**config.mk**
```make
export PLATFORM = sky130hd
export DESIGN_NAME = dbds_ctrl
export DESIGN_NICKNAME = d
export VERILOG_FILES = /design/src/dbds_pkg.sv /design/src/dbds_ctrl.sv
export SDC_FILE = /design/constraint.sdc
export NUM_CORES = 1
export LEC_CHECK = 0
export ABC_AREA = 0
export BUFFER_PORTS_ARGS = -buffer_cell sky130_fd_sc_hd__buf_2
export CAP_MARGIN = 20
export CORE_AREA = 2 2 39 41
export DETAILED_ROUTE_END_ITERATION = 12
export DIE_AREA = 0 0 41 43
export GPL_TIMING_DRIVEN = 0
export SETUP_SLACK_MARGIN = 0.2
export SYNTH_ARGS = -nofsm -noshare
export SYNTH_HDL_FRONTEND = slang
export SYNTH_SLANG_ARGS = --single-unit
```
**constraint.sdc**
```tcl
create_clock -name clock -period 1.25 [get_ports clock]
set_clock_uncertainty 0.15 [all_clocks]
set_input_delay 0.0625 -clock clock [delete_from_list [all_inputs] [get_ports clock]]
set_output_delay 0.0625 -clock clock [all_outputs]
set_load 0.01 [all_outputs]
```
**src/dbds_pkg.sv**
```systemverilog
// Shared constants, codes and control types of the double-buffered digest set.
package dbds_pkg;

   // Geometry of the two banks.
   localparam int BUCKETS     = 256;
   localparam int WAYS        = 4;
   localparam int DIGEST_BITS = 128;

   localparam int BUCKET_W = $clog2(BUCKETS);
   localparam int WAY_W    = (WAYS > 1) ? $clog2(WAYS) : 1;
   localparam int FILL_W   = $clog2(WAYS + 1);
   localparam int LOW_W    = DIGEST_BITS - 64;
   localparam int FADDR_W  = BUCKET_W + 1;
   localparam int DADDR_W  = FADDR_W + WAY_W;
   localparam int TOTAL_W  = 11;
   localparam int LIMIT_W  = 11;

   localparam logic [LIMIT_W-1:0] LIMIT_RESET = LIMIT_W'(30);
   localparam logic [FILL_W-1:0]  WAYS_FILL   = FILL_W'(WAYS);

   // Operation codes of a request beat.
   localparam logic [2:0] OP_INSERT     = 3'd0;
   localparam logic [2:0] OP_LOOKUP     = 3'd1;
   localparam logic [2:0] OP_SWAP       = 3'd2;
   localparam logic [2:0] OP_CLEAR_FILL = 3'd3;
   localparam logic [2:0] OP_CLEAR_BOTH = 3'd4;

   // Controller states.
   typedef enum logic [2:0] {
      ST_INIT,
      ST_IDLE,
      ST_INSERT,
      ST_SCAN,
      ST_SWAP,
      ST_CLR_FILL,
      ST_CLR_BOTH,
      ST_FINISH
   } state_type;

   // Commands from the controller to the datapath.
   typedef struct packed {
      logic accept;
      logic ins_write;
      logic scan_issue;
      logic swap;
      logic clr_step;
      logic clr_all;
      logic clr_regs;
      logic finish;
   } cmd_type;

   // Status from the datapath to the controller.
   typedef struct packed {
      logic more;
      logic match;
      logic last_fill;
      logic last_all;
      logic out_free;
   } status_type;

endpackage

```
**src/dbds_ctrl.sv**
```systemverilog
// Controller state machine of the digest set: sequences insert, lookup, swap and clears.
module dbds_ctrl (
   input  logic                 clock,
   input  logic                 reset,
   input  logic                 req_valid,
   output logic                 req_ready,
   input  logic [2:0]           req_op,
   input  dbds_pkg::status_type status,
   output dbds_pkg::cmd_type    cmd
);

   dbds_pkg::state_type state_ff, state_in;

   // State register; reset starts the clearing pass over the bucket counters.
   always_ff @(posedge clock) begin
      if (reset) begin
         state_ff <= dbds_pkg::ST_INIT;
      end else begin
         state_ff <= state_in;
      end
   end

   // Next state.
   always_comb begin
      state_in = state_ff;
      case (state_ff)
         dbds_pkg::ST_INIT: begin
            if (status.last_all) begin
               state_in = dbds_pkg::ST_IDLE;
            end
         end
         dbds_pkg::ST_IDLE: begin
            if (req_valid) begin
               case (req_op)
                  dbds_pkg::OP_INSERT:     state_in = dbds_pkg::ST_INSERT;
                  dbds_pkg::OP_LOOKUP:     state_in = dbds_pkg::ST_SCAN;
                  dbds_pkg::OP_SWAP:       state_in = dbds_pkg::ST_SWAP;
                  dbds_pkg::OP_CLEAR_FILL: state_in = dbds_pkg::ST_CLR_FILL;
                  dbds_pkg::OP_CLEAR_BOTH: state_in = dbds_pkg::ST_CLR_BOTH;
                  default:                 state_in = dbds_pkg::ST_FINISH;
               endcase
            end
         end
         dbds_pkg::ST_INSERT: state_in = dbds_pkg::ST_FINISH;
         dbds_pkg::ST_SCAN: begin
            // Leave on a hit or once the last filled slot has been compared.
            if (status.match || !status.more) begin
               state_in = dbds_pkg::ST_FINISH;
            end
         end
         dbds_pkg::ST_SWAP: state_in = dbds_pkg::ST_FINISH;
         dbds_pkg::ST_CLR_FILL: begin
            if (status.last_fill) begin
               state_in = dbds_pkg::ST_FINISH;
            end
         end
         dbds_pkg::ST_CLR_BOTH: begin
            if (status.last_all) begin
               state_in = dbds_pkg::ST_FINISH;
            end
         end
         dbds_pkg::ST_FINISH: begin
            if (status.out_free) begin
               state_in = dbds_pkg::ST_IDLE;
            end
         end
         default: state_in = dbds_pkg::ST_INIT;
      endcase
   end

   // Commands to the datapath.
   always_comb begin
      cmd       = '0;
      req_ready = 1'b0;
      case (state_ff)
         dbds_pkg::ST_INIT: begin
            cmd.clr_step = 1'b1;
            cmd.clr_all  = 1'b1;
         end
         dbds_pkg::ST_IDLE: begin
            req_ready  = 1'b1;
            cmd.accept = req_valid;
         end
         dbds_pkg::ST_INSERT: cmd.ins_write = 1'b1;
         dbds_pkg::ST_SCAN:   cmd.scan_issue = status.more && !status.match;
         dbds_pkg::ST_SWAP:   cmd.swap = 1'b1;
         dbds_pkg::ST_CLR_FILL: begin
            cmd.clr_step = 1'b1;
            cmd.clr_regs = status.last_fill;
         end
         dbds_pkg::ST_CLR_BOTH: begin
            cmd.clr_step = 1'b1;
            cmd.clr_all  = 1'b1;
            cmd.clr_regs = status.last_all;
         end
         dbds_pkg::ST_FINISH: cmd.finish = status.out_free;
         default: cmd = '0;
      endcase
   end

endmodule
```
==> results of run 1 <==
[where the power goes]
group          switching (mW)  internal (mW)  total [mW]
clock network          0.0464          0.119       0.166
logic                   0.185          0.253       0.437
registers              0.0333          0.116       0.149
[final timing paths]
kind / end / startpoint / depth (start not counted) / slack [ns]
max reg2reg: state_ff[2] / state_ff[0] / 4 / -0.05
max: cmd[1] / state_ff[0] / 5 / -0.13
min: state_ff[1] / req_op[1] / 3 / 0.02
min reg2reg: state_ff[1] / state_ff[0] / 3 / 0.49
[routing by layer]
| metal | up-vias | wire length (um) | share of wire |
|---|---|---|---|
| met5 | - | 0 | 0 |
| met2 | 8 | 574 | 0.55 |
| li1 | 191 | - | - |
| met3 | 0 | 30 | 0.029 |
| met4 | 0 | 0 | 0 |
| met1 | 169 | 445 | 0.42 |
[per-stage QoR]
step / hold WS (ns) / util
finish: 0.0200 / 0.478
CTS: 0.00357 / 0.449
floorplan: -0.0302 / -
detailed placement: 0.0925 / 0.307
global route: 0.0341 / 0.478
global placement: 0.0933 / 0.307
[logic make-up (layout without fill, tap and decap cells)]
family                    Yosys count  in the layout  share of synthesized area
DFF                                 3              3                      0.212
xor gates and xnor gates            2              2                     0.0885
AOI/OAI and AO/OA                   9              9                      0.235
and+or+nand+nor                    18             18                      0.389
buffers and inverters               4             37                     0.0752
[area by class of cell]
cell class	count	area, um2
inverter	1	3.75
buffer	3	41.3
fill	129	722
timing repair buffer	29	233
sequential	3	71.3
multi-input combinational	29	267
tap	16	20.0
clock buffer	4	26.3
[placed cells by master (no fill, tap or decap)]
master and count:
o211ai_1 1, nand2_4 1, and4_4 1, buf_2 17
nor2_4 2, nand3b_1 1, xor2_4 1, and2_4 1
o21ai_1 1, nand4b_1 1, clkbuf_4 3, a21oi_1 3
nor3b_2 1, dlygate4sd3_1 1, nor2_2 1, xnor2_1 1
a21oi_2 1, nor2_1 2, dfxtp_4 3, nand2b_1 1
buf_16 2, buf_4 5, a211oi_2 2, buf_8 2
or2_4 1, nand2_1 1, clkbuf_1 1, and2_1 2
buf_6 5, nor3_4 2, a211o_1 1, inv_1 1
[worst max-delay path, cell delays in order, from the launching register on]
cell	delay [ns]
dfxtp_4	0.35
buf_6	0.12
nand3b_1	0.15
o21ai_1	0.07
and2_1	0.13
buf_2	0.12
[timing repair]
| item | 4_1_cts | 5_1_grt |
|---|---|---|
| endpoints found under the hold margin | 3 | 0 |
| hold buffers | 1 | 0 |
| pin swaps | 6 | 3 |
| gates cloned | 3 | 0 |
| resized for setup | 18 | 6 |
| setup buffers | 5 | 1 |
| setup endpoints to repair | 12 | 12 |
==> impl_metrics.ini, run 1 <==
[layout]
layout.cells.non_filler = 85
syn2layout_area_growth_pct = 134
fin_nets = 81
top_register = state_ff
stdcell_area_um2 = 662
reg_top3 = state_ff (3)
drive_above_1_share = 0.739
num_antenna_cells = 0
largest_reg_flops = 3

[hold_path]
hold_class = input port to flop

[yosys]
ys_types = 22
netlist.area_leader.share = 0.212
synth_enable_flop_cells = 0
syn_area_um2 = 283
ys_warn_count = 0
syn_nets = 47
synth_top_cell_by_area = dfxtp_1
netlist_top_cells_count = nor2_1, a21oi_1, and2_1, dfxtp_1
postSynthCellCount = 36
synth-seq-cells = 3
synthFlopType = dfxtp_1
ys_async_sr_fraction = 0
ys_seq_area_frac = 0.212
synth.most_common_cell = nor2_1
synth_area_leaders = dfxtp_1, a211oi_2, a21oi_1
syn_area_per_cell_um2 = 7.85

[drt]
wl_mm = 1.05
drc = 0
ant_nets = 0
vias_per_cell = 4.33
drtIter0Drc = 0
routedWlPerCell_um = 12.4
vias = 368
first_pass_iters = 1

[placement]
place_area_um2 = 425
place_ws_ns = 0.111
portBuffers = 19
hpwl_um = 582
gp_congestion = 0.737
dp.cells = 71

[timing]
fin_crit_sh = 1.11
fin_crit_ns = 1.38
finalSetupViolCount = 8
fmax_ghz = 0.723
worst_slack_ns = -0.133
finalMaxSlewViolations = 0
fin_tns_setup_ns = -0.611
maxSlewHeadroom = 0.854
rsz0062_at_grt = true
tightest_slew_ns = 0.218
finalHoldViolations = 0

[floorplan]
io_pins = 20
rows = 14
start_util = 0.204
die-area_um2 = 1760
die_w_um = 41
die_h_um = 43
coreArea_um2 = 1380

[cts]
clock_sinks = 3
path_clk_slew_ns = 0.04
cts_tree = yes
cts-root-buf = clkbuf_4
clk_latency_ns = 0.23
htreeDepth = 1
clockBufferDepth = 2
cts_buffers = 3

[power_and_ir_drop]
peakVddDrop_mv = 0.747
p_leak_nw = 0.300
p_total_mw = 0.752
p_per_area_nw_per_um2 = 1140

[critical_path]
critPathCaptureType = output pin
critPathKind = flop to output pin
worstPathMaxFanout = 5
arrival_ns = 1.17
worstSetupStartpointType = flop
required_ns = 1.04

[flow_run]
cap_violations = 0

[global_routing]
top_usage_layer = met2
grt_max_degree = 6
gr-total-overflow = 0
antenna_found_initial = 0
met2_usage = 0.203
grt_usage = 0.126
grt_pass1_vias = 378
grt_pass1_wl_mm = 1.46
grt_util_met1 = 0.135
grt_use_met3 = 0.0314

[status]
status = complete, but fails checks
violations = negative setup slack
No activity file was read; power rests on OpenSTA's default activity.
==> run 2: changes to the inputs <==
Settings changed: MAX_ROUTING_LAYER set to met4.
==> impl_metrics.ini, run 2 (synthesis results as in run 1) <==
[layout]
final_common_cell = buf_2
drive_above_1_share = 0.739
largest_reg_flops = 3
syn2layout_area_growth_pct = 134
top_register = state_ff
fin_nets = 81
num_antenna_cells = 0
reg_top3 = state_ff (3)
final_core_util = 0.478
fillers = 129
stdcell_area_um2 = 662
layout_common_cells = buf_2, buf_6, buf_4

[cts]
cts-root-buf = clkbuf_4
cts_buffers = 3
clockBufferDepth = 2
path_clk_slew_ns = 0.04
clock_sinks = 3
cts_tree = yes
clk_latency_ns = 0.23
htreeDepth = 1

[timing]
fin_crit_sh = 1.11
fmax_ghz = 0.723
finalMaxSlewViolations = 0
finalSetupViolCount = 8
tightest_slew_ns = 0.218
finalHoldViolations = 0
rsz0062_at_grt = true
worst_slack_ns = -0.133
fin_crit_ns = 1.38
fin_tns_setup_ns = -0.610
maxSlewHeadroom = 0.854

[critical_path]
arrival_ns = 1.17
critPathKind = flop to output pin
startpoint = state_ff[0]
crit_buf_inv = 2
required_ns = 1.04
worstPathMaxFanout = 5
slowest_stage = dfxtp_4
cp_top_family = flip-flops
r2r-start = state_ff[0]
worst-path-stages = 5
worstSetupStartpointType = flop
slowest_delay_ns = 0.35
r2r_cells = 4
critPathCaptureType = output pin
cp_cell_sequence = buf_6 -> nand3b_1 -> o21ai_1 -> and2_1 -> buf_2

[hold_path]
hold_depth = 3
hp-start = req_op[1]
hold_class = input port to flop

[power_and_ir_drop]
peakVddDrop_mv = 0.747
p_leak_nw = 0.300
p_per_area_nw_per_um2 = 1140

[drt]
drtIter0Drc = 0
first_pass_iters = 1
routedWlPerCell_um = 12.3
vias_per_cell = 4.35
ant_nets = 0
wl_mm = 1.05
drc = 0
vias = 370

[global_routing]
antenna_found_initial = 0
grt_pass1_vias = 377
grt_max_degree = 6
grt_pass1_wl_mm = 1.46
gr-total-overflow = 0
grt_usage = 0.129

[placement]
hpwl_um = 582
gp_congestion = 0.746
portBuffers = 19
place_area_um2 = 425

[floorplan]
start_util = 0.204
die_h_um = 43
die-area_um2 = 1760
coreArea_um2 = 1380
io_pins = 20
die_w_um = 41
rows = 14

[flow_run]
cap_violations = 0

[status]
status = complete, but fails checks
violations = negative setup slack
## run 2: path summary, 6_finish.rpt
path,endpoint,slack [ns]
hold reg to reg,state_ff[1],0.49
setup / recovery,cmd[1],-0.13
setup reg to reg,state_ff[2],-0.05
hold / removal,state_ff[1],0.02
## run 2: layout make-up
cell class / instances / area (um2) / area share
clock buffers: 4 / 26.3 / 0.0397
well taps: 16 / 20.0 / 0.0302
flip-flops and latches: 3 / 71.3 / 0.108
repair buffers: 29 / 233 / 0.352
multi-input cells: 29 / 267 / 0.403
plain buffers: 3 / 41.3 / 0.0624
inverters: 1 / 3.75 / 0.00567
## run 2: report_power, final
group          switching [mW]  internal (mW)  total [mW]
Sequential             0.0333          0.116       0.149
Combinational           0.184          0.253       0.437
Clock                  0.0464          0.119       0.166
## run 2: worst reg2reg max path, stage by stage (launching register included)
cell and delay (ns):
dfxtp_4 0.35, buf_4 0.15, and4_4 0.19, or2_4 0.24
a211oi_2 0.15
## run 2: layer usage
layer	global-route usage	part of all wire	vias up
met3	0.0314	0.029	2
met5	-	0	-
met1	0.135	0.42	169
met4	0.0800	0.0067	0
met2	0.203	0.54	8
li1	-	-	191
## run 2: timing repair
| item | in CTS | in global routing |
|---|---|---|
| endpoints found under the hold margin | 3 | 0 |
| resized for setup | 18 | 6 |
| gates cloned | 3 | 0 |
| pin swaps | 6 | 3 |
| hold buffers | 1 | 0 |
| endpoints found under the setup margin | 12 | 12 |
| setup buffers | 5 | 1 |
## run 2: metrics by stage
stage / worst slack (ns) / instances / hold slack (ns) / total power, mW
2_1_floorplan: 0.162 / 36 / -0.0302 / 0.302
4_1_cts: -0.118 / 84 / 0.00357 / 0.694
3_3_place_gp: 0.105 / 71 / 0.0933 / 0.374
3_5_place_dp: 0.111 / 71 / 0.0925 / 0.379
6_report: -0.133 / 85 / 0.0201 / 0.752
5_1_grt: -0.203 / 85 / 0.0341 / 0.800
